--- src/hw/rtl/sitda_pkg.sv ---
// Shared types, constants and the power-of-ten table for the signed integer
// to decimal ASCII converter. No dependencies.
package sitda_pkg;

    localparam int VALUE_WIDTH = 32;
    localparam int MAG_WIDTH   = 32;
    localparam int WIDE_WIDTH  = 34;
    localparam int POS_WIDTH   = 16;
    localparam int CHAR_WIDTH  = 8;
    localparam int DIG_WIDTH   = 4;
    localparam int MAX_DIGITS  = 10;
    localparam int QUEUE_DEPTH = 2;
    localparam int QPTR_WIDTH  = 1;
    localparam int QCNT_WIDTH  = 2;

    localparam logic [CHAR_WIDTH-1:0] CH_PLUS  = 8'h2B;
    localparam logic [CHAR_WIDTH-1:0] CH_MINUS = 8'h2D;
    localparam logic [CHAR_WIDTH-1:0] CH_ZERO  = 8'h30;
    localparam logic [CHAR_WIDTH-1:0] CH_NINE  = 8'h39;

    typedef struct packed {
        logic                 negative;
        logic [MAG_WIDTH-1:0] mag;
        logic [DIG_WIDTH-1:0] ndig;
    } conv_entry_t;

    typedef struct packed {
        logic        valid;
        conv_entry_t entry;
    } conv_slot_t;

    function automatic logic [WIDE_WIDTH-1:0] pow10(input logic [DIG_WIDTH-1:0] p);
        logic [WIDE_WIDTH-1:0] r;
        case (p)
            4'd0:    r = 34'd1;
            4'd1:    r = 34'd10;
            4'd2:    r = 34'd100;
            4'd3:    r = 34'd1000;
            4'd4:    r = 34'd10000;
            4'd5:    r = 34'd100000;
            4'd6:    r = 34'd1000000;
            4'd7:    r = 34'd10000000;
            4'd8:    r = 34'd100000000;
            4'd9:    r = 34'd1000000000;
            default: r = 34'd1;
        endcase
        return r;
    endfunction

endpackage

--- src/hw/rtl/signed_int_to_decimal_ascii.sv ---
// Signed 32-bit integer to decimal ASCII text, one character per transaction.
// An accepted value passes through the queue and then the output register before its sign
// character appears on the output. The digit emitter produces one character per cycle while
// the output is not stalled; a two-entry queue decouples the input side.
// Reset (rst_n, asynchronous, active low) clears the queue, the emitter state,
// the output valid and the running position counter to zero.
module signed_int_to_decimal_ascii
    import sitda_pkg::*;
(
    input  logic                   clk,
    input  logic                   rst_n,
    input  logic                   value_valid,
    output logic                   value_stall,
    input  logic [VALUE_WIDTH-1:0] value,
    output logic                   char_valid,
    input  logic                   char_stall,
    output logic [CHAR_WIDTH-1:0]  out_char,
    output logic [POS_WIDTH-1:0]   position,
    output logic                   last
);

    conv_slot_t push;
    conv_slot_t head;
    logic       full;
    logic       pop;

    sitda_front u_front (
        .value_valid (value_valid),
        .value       (value),
        .push        (push)
    );

    sitda_queue u_queue (
        .clk   (clk),
        .rst_n (rst_n),
        .push  (push),
        .full  (full),
        .pop   (pop),
        .head  (head)
    );

    sitda_back u_back (
        .clk        (clk),
        .rst_n      (rst_n),
        .head       (head),
        .pop        (pop),
        .char_valid (char_valid),
        .char_stall (char_stall),
        .out_char   (out_char),
        .position   (position),
        .last       (last)
    );

    assign value_stall = full;

    a_char_legal: assert property (@(posedge clk) disable iff (!rst_n)
        char_valid |-> (out_char == CH_PLUS) || (out_char == CH_MINUS)
                       || ((out_char >= CH_ZERO) && (out_char <= CH_NINE)))
        else $error("output character outside sign and digit set");

    a_sign_not_last: assert property (@(posedge clk) disable iff (!rst_n)
        char_valid && ((out_char == CH_PLUS) || (out_char == CH_MINUS)) |-> !last)
        else $error("sign character flagged as last");

    a_pop_only_when_head: assert property (@(posedge clk) disable iff (!rst_n)
        pop |-> head.valid)
        else $error("emitter pops an empty queue");

endmodule

--- src/hw/rtl/sitda_front.sv ---
// Front end: takes each value, splits sign and magnitude and counts digits, at least two.
// Depends on sitda_pkg.
module sitda_front
    import sitda_pkg::*;
(
    input  logic                   value_valid,
    input  logic [VALUE_WIDTH-1:0] value,
    output conv_slot_t             push
);

    logic                  negative;
    logic [MAG_WIDTH-1:0]  mag;
    logic [WIDE_WIDTH-1:0] mag_wide;
    logic [DIG_WIDTH-1:0]  ndig;

    always_comb
    begin
        negative = value[VALUE_WIDTH-1];
        mag      = negative ? (~value + 32'd1) : value;
        mag_wide = {{(WIDE_WIDTH-MAG_WIDTH){1'b0}}, mag};
        ndig     = 4'd2;
        for (int p = 2; p < MAX_DIGITS; p++)
        begin
            if (mag_wide >= pow10(DIG_WIDTH'(p)))
            begin
                ndig = DIG_WIDTH'(p + 1);
            end
        end
        push.valid          = value_valid;
        push.entry.negative = negative;
        push.entry.mag      = mag;
        push.entry.ndig     = ndig;
    end

endmodule

--- src/hw/rtl/sitda_queue.sv ---
// Two-entry queue between the classifying front end and the digit emitter.
// Depends on sitda_pkg.
module sitda_queue
    import sitda_pkg::*;
(
    input  logic       clk,
    input  logic       rst_n,
    input  conv_slot_t push,
    output logic       full,
    input  logic       pop,
    output conv_slot_t head
);

    conv_entry_t           entry_reg [QUEUE_DEPTH];
    logic [QPTR_WIDTH-1:0] wr_ptr_reg, wr_ptr_next;
    logic [QPTR_WIDTH-1:0] rd_ptr_reg, rd_ptr_next;
    logic [QCNT_WIDTH-1:0] count_reg, count_next;
    logic                  do_push, do_pop;

    always_comb
    begin
        full        = (count_reg == QCNT_WIDTH'(QUEUE_DEPTH));
        do_push     = push.valid && !full;
        do_pop      = pop && (count_reg != '0);
        wr_ptr_next = do_push ? wr_ptr_reg + 1'b1 : wr_ptr_reg;
        rd_ptr_next = do_pop ? rd_ptr_reg + 1'b1 : rd_ptr_reg;
        count_next  = count_reg;
        if (do_push && !do_pop)
        begin
            count_next = count_reg + 1'b1;
        end
        else if (do_pop && !do_push)
        begin
            count_next = count_reg - 1'b1;
        end
        head.valid = (count_reg != '0);
        head.entry = entry_reg[rd_ptr_reg];
    end

    always_ff @(posedge clk or negedge rst_n)
    begin
        if (!rst_n)
        begin
            wr_ptr_reg <= '0;
            rd_ptr_reg <= '0;
            count_reg  <= '0;
        end
        else
        begin
            wr_ptr_reg <= wr_ptr_next;
            rd_ptr_reg <= rd_ptr_next;
            count_reg  <= count_next;
        end
    end

    always_ff @(posedge clk)
    begin
        if (do_push)
        begin
            entry_reg[wr_ptr_reg] <= push.entry;
        end
    end

endmodule

--- src/hw/rtl/sitda_back.sv ---
// Back end: emits the sign, then one decimal digit per cycle unless the output
// stalls, most significant first, into the output register. Depends on sitda_pkg.
module sitda_back
    import sitda_pkg::*;
(
    input  logic                  clk,
    input  logic                  rst_n,
    input  conv_slot_t            head,
    output logic                  pop,
    output logic                  char_valid,
    input  logic                  char_stall,
    output logic [CHAR_WIDTH-1:0] out_char,
    output logic [POS_WIDTH-1:0]  position,
    output logic                  last
);

    typedef enum logic [1:0] {
        ST_SIGN  = 2'b01,
        ST_DIGIT = 2'b10
    } back_state_t;

    back_state_t           state_reg, state_next;
    logic [MAG_WIDTH-1:0]  mag_reg, mag_next;
    logic [DIG_WIDTH-1:0]  p_reg, p_next;
    logic [POS_WIDTH-1:0]  pos_reg, pos_next;
    logic                  valid_reg, valid_next;
    logic [CHAR_WIDTH-1:0] char_reg, char_next;
    logic [POS_WIDTH-1:0]  position_reg, position_next;
    logic                  last_reg, last_next;

    logic                  advance;
    logic [WIDE_WIDTH-1:0] pow;
    logic [WIDE_WIDTH-1:0] mag_wide;
    logic [WIDE_WIDTH-1:0] thr;
    logic [WIDE_WIDTH-1:0] sub;
    logic [WIDE_WIDTH-1:0] diff;
    logic [DIG_WIDTH-1:0]  digit;

    always_comb
    begin
        pow      = pow10(p_reg);
        mag_wide = {{(WIDE_WIDTH-MAG_WIDTH){1'b0}}, mag_reg};
        digit    = '0;
        sub      = '0;
        for (int d = 1; d < 10; d++)
        begin
            thr = WIDE_WIDTH'(pow * WIDE_WIDTH'(d));
            if (mag_wide >= thr)
            begin
                digit = DIG_WIDTH'(d);
                sub   = thr;
            end
        end
        diff = mag_wide - sub;
    end

    always_comb
    begin
        advance       = !valid_reg || !char_stall;
        state_next    = state_reg;
        mag_next      = mag_reg;
        p_next        = p_reg;
        pos_next      = pos_reg;
        valid_next    = valid_reg && char_stall;
        char_next     = char_reg;
        position_next = position_reg;
        last_next     = last_reg;
        pop           = 1'b0;
        case (state_reg)
            ST_SIGN:
            begin
                if (advance && head.valid)
                begin
                    pop           = 1'b1;
                    valid_next    = 1'b1;
                    char_next     = head.entry.negative ? CH_MINUS : CH_PLUS;
                    position_next = pos_reg;
                    last_next     = 1'b0;
                    pos_next      = pos_reg + 1'b1;
                    mag_next      = head.entry.mag;
                    p_next        = head.entry.ndig - 1'b1;
                    state_next    = ST_DIGIT;
                end
            end
            ST_DIGIT:
            begin
                if (advance)
                begin
                    valid_next    = 1'b1;
                    char_next     = CH_ZERO + CHAR_WIDTH'(digit);
                    position_next = pos_reg;
                    last_next     = (p_reg == '0);
                    pos_next      = pos_reg + 1'b1;
                    mag_next      = diff[MAG_WIDTH-1:0];
                    p_next        = p_reg - 1'b1;
                    if (p_reg == '0)
                    begin
                        state_next = ST_SIGN;
                    end
                end
            end
            default:
            begin
                state_next = ST_SIGN;
            end
        endcase
    end

    always_ff @(posedge clk or negedge rst_n)
    begin
        if (!rst_n)
        begin
            state_reg <= ST_SIGN;
            pos_reg   <= '0;
            valid_reg <= 1'b0;
        end
        else
        begin
            state_reg <= state_next;
            pos_reg   <= pos_next;
            valid_reg <= valid_next;
        end
    end

    always_ff @(posedge clk)
    begin
        mag_reg      <= mag_next;
        p_reg        <= p_next;
        char_reg     <= char_next;
        position_reg <= position_next;
        last_reg     <= last_next;
    end

    assign char_valid = valid_reg;
    assign out_char   = char_reg;
    assign position   = position_reg;
    assign last       = last_reg;

endmodule

--- config.mk ---
export PLATFORM = sky130hd
export DESIGN_NAME = signed_int_to_decimal_ascii
export DESIGN_NICKNAME = d
export VERILOG_FILES = /design/src/hw/rtl/sitda_pkg.sv /design/src/hw/rtl/signed_int_to_decimal_ascii.sv /design/src/hw/rtl/sitda_front.sv /design/src/hw/rtl/sitda_queue.sv /design/src/hw/rtl/sitda_back.sv
export SDC_FILE = /design/constraint.sdc
export NUM_CORES = 1
export LEC_CHECK = 0
export ABC_AREA = 0
export BUFFER_PORTS_ARGS = -buffer_cell sky130_fd_sc_hd__buf_2
export CAP_MARGIN = 20
export CELL_PAD_IN_SITES_DETAIL_PLACEMENT = 1
export CELL_PAD_IN_SITES_GLOBAL_PLACEMENT = 1
export CORE_UTILIZATION = 54
export CTS_CLUSTER_SIZE = 14
export DETAILED_ROUTE_END_ITERATION = 8
export PLACE_DENSITY = 0.85
export SLEW_MARGIN = 10
export SYNTH_ARGS = -nofsm -noshare
export SYNTH_HDL_FRONTEND = slang
export SYNTH_SLANG_ARGS = --single-unit
--- constraint.sdc ---
create_clock -name clk -period 20.9 [get_ports clk]
set_input_delay 5.225 -clock clk [delete_from_list [all_inputs] [get_ports clk]]
set_output_delay 5.225 -clock clk [all_outputs]
set_load 0.01 [all_outputs]
==> results.md <==
- CTS tree: done
- Tightest Hold Check Type: flop to flop
- Met2 usage: 0.709
- Global routing usage on met1: 0.533
- Total CTS buffers: 17
- Share of the synthesized area in the top cell type: 0.235
- Worst EP required: 21.09 ns
- Fin. Hold Viols: 0
- Final wirelength: around 96000 um
- Hold-fix buffers at CTS: 0
- GRT overflow: 0
- Simple-Gate Fraction of Synth Area: 0.151
- Largest stage delay, worst path: 1.01 ns
- Commonest non-fill, non-tap cell in the layout: ha_1
- Yosys warnings: 0
- FFs w/ async S/R, synth: 0.129
- Drt via density: 7.24
- # resized after CTS: 0
- Final antenna-violating net count: 0
- Routed WL per cell: between 20 and 30 um
- Vias: ~23k
- CP bufs+invs: 0
- Num rows: 75
- Synth Area per Inst: 8.76 um^2
- Total of max-cap violations: 0
- GR peak layer: met2
- Root buffer cell: clkbuf_16
- Count of cell types in the netlist: 96
- Final setup TNS: 0 ns
- Postcts setup bufs: 0
- Worst-path fanout max: 17
- Slowest-stage cell, CP: a2111oi_0
- Synthesized area: between 20000 and 25000 um^2
- Crit end category: flop
- RR Startpoint: u_back.pow[1]
- Worst-margin pin slew: between 1 and 1.5 ns
- Antenna fix cells: 0
- Number of global-route vias before repair: around 24k
- CP top delay family: compound AO/OA/AOI/OAI gates
- Max clock buf depth: 2
- Post-DP HPWL: between 70000 and 80000 um
- Core area: between 40000 and 50000 um^2
- # port buffers: between 50 and 60
- Initial antenna violation count: 3
- CP dominant cell by count: ha_1
- Number of I/O pins: between 60 and 70
- Synth Area in Compound Gates: 0.254
- CP Launch Point: u_back.pow[1]
- Commonest non-fill, non-tap cells in the layout: ha_1 (432), a21oi_1 (217), nand2_1 (185)
- Xor and xnor area share after synthesis: 0.0645
- Setup violators final: 0
- DIE AREA: 43500 um^2
- Routability Congestion: around 1.1
- Part of the Yosys area used for sequential elements: 0.217
- Clk Latency, worst-skew pair: ~0.47 ns
- Initial core utilization: 0.549
- Startpoint Class: flop
- Layout Skew: ~0.016 ns
- Global-route wire length before repair: approximately 140000 um
- HP Start: u_back.pos_reg[15]
- Slew margin rel.: 0.223
- Fraction of layout cells with a size suffix above 1: 0.0712
- Largest net degree at the start of global routing: 73
- First DRT Iteration DRCs: 2239
- Yosys reg bits: 178
- # nets final: between 3k and 4k
- Syn Inst Count: 2634
- Synth top area cells: ha_1 (23%), edfxtp_1 (17%), a21oi_1 (4.7%)
- Yosys top cell by area: ha_1
- Critical path class: flop to flop
- All-Layer GR Usage: 0.431
- H-Tree Depth: 4
- Post-synth EDFFs: around 130
- Post-layout min period: 12.46 ns
- CTS Sinks: around 180
- Unrepaired setup endpoints after global routing: no
- Max reg flops: 74
- Max Clk Rate: around 80 MHz
- Final worst-path cycle share: 0.596
- Post-synth top flop: edfxtp_1
- Slew Limit Fails: 0
- Drc violations: 0
- Largest family of logic cells by synthesized area: adder cells
- Status: finished clean
- DR pass1 iterations: 5
- Crit path arrival time: between 10 and 15 ns
- Adder-Cell Fraction of Synth Area: 0.260
- Synth-to-Final Area Change: 6.86%
- Worst-path clk slew: 0.08 ns
- GRT met3 Usage: 0.0715
- Die height: roughly 210 um
- Die W: about 210 um
- Mux contribution to synthesized area: 0.0187
==> final timing paths <==
check	cells after the start	endpoint	slack, ns
worst min register to register	0	u_back.position[15]	0.49
worst min-delay path	0	u_back.position[15]	0.49
max in group asynchronous	1	u_queue.rd_ptr_reg	15.76
worst max register to register	36	u_back.mag_reg[31]	8.44
min in group asynchronous	1	u_back.pos_reg[3]	4.73
worst max-delay path	36	u_back.mag_reg[31]	8.44
==> area by class of cell <==
| cell class | instances | area [um^2] |
|---|---|---|
| fill | 4902 | 17400 |
| multi-input combinational | 2252 | 17300 |
| sequential | 178 | 5000 |
| tap | 539 | 674 |
| timing repair buffer | 92 | 559 |
| inverter | 130 | 488 |
| clock buffer | 18 | 439 |
| clock inverter | 14 | 178 |
==> cell families after synthesis <==
family          after synthesis
buf+inv                     205
compound gates              870
fa+ha+maj                   463
flops                       178
mux                          42
other cells                   2
simple gates                705
xor+xnor                    169
==> worst register-to-register path: cells and delay by family, from the launching register on <==
family          cells  cell delay, ns
fa+ha+maj           5            1.62
simple gates       12            3.86
compound gates     17            5.64
xor+xnor            2            0.35
flops               1            0.74
==> metrics by stage <==
step | utilization | hold slack, ns | setup WS [ns] | cells | cell area (um^2)
global placement | 0.571 | 0.461 | 9.28 | 3189 | 24000
detailed placement | 0.571 | 0.468 | 9.13 | 3189 | 24000
finish | 0.586 | 0.492 | 8.44 | 3223 | 24600
floorplan | - | 0.441 | 12.59 | 2635 | 23100
global route | 0.586 | 0.496 | 8.18 | 3223 | 24600
CTS | 0.585 | 0.487 | 8.92 | 3221 | 24600
==> cell usage after synthesis (all sizes together), types with 23 or more instances <==
| cell type | number |
|---|---|
| ha | 433 |
| a21oi | 217 |
| nand2 | 185 |
| nor2 | 168 |
| o21ai | 166 |
| edfxtp | 132 |
| inv | 129 |
| a21o | 102 |
| xnor2 | 97 |
| xor2 | 72 |
| nand3 | 66 |
| nand4 | 54 |
| clkbuf | 53 |
| nor3 | 53 |
| a211oi | 42 |
| mux2i | 34 |
| o21a | 33 |
| o31ai | 33 |
| nor2b | 32 |
| fa | 28 |
| o211ai | 27 |
| nand2b | 26 |
| a221oi | 25 |
| a31oi | 24 |
| o21bai | 24 |
| dfxtp | 23 |
==> layer usage <==
layer	vias to the layer above	wire length (um)
met2	1296	44300
met3	355	7770
met4	6	5980
met1	11519	37900
met5	-	39
li1	10146	-
Power is not shown: default switching activity piles up to over one toggle a cycle in this logic, so the estimate is an artifact.
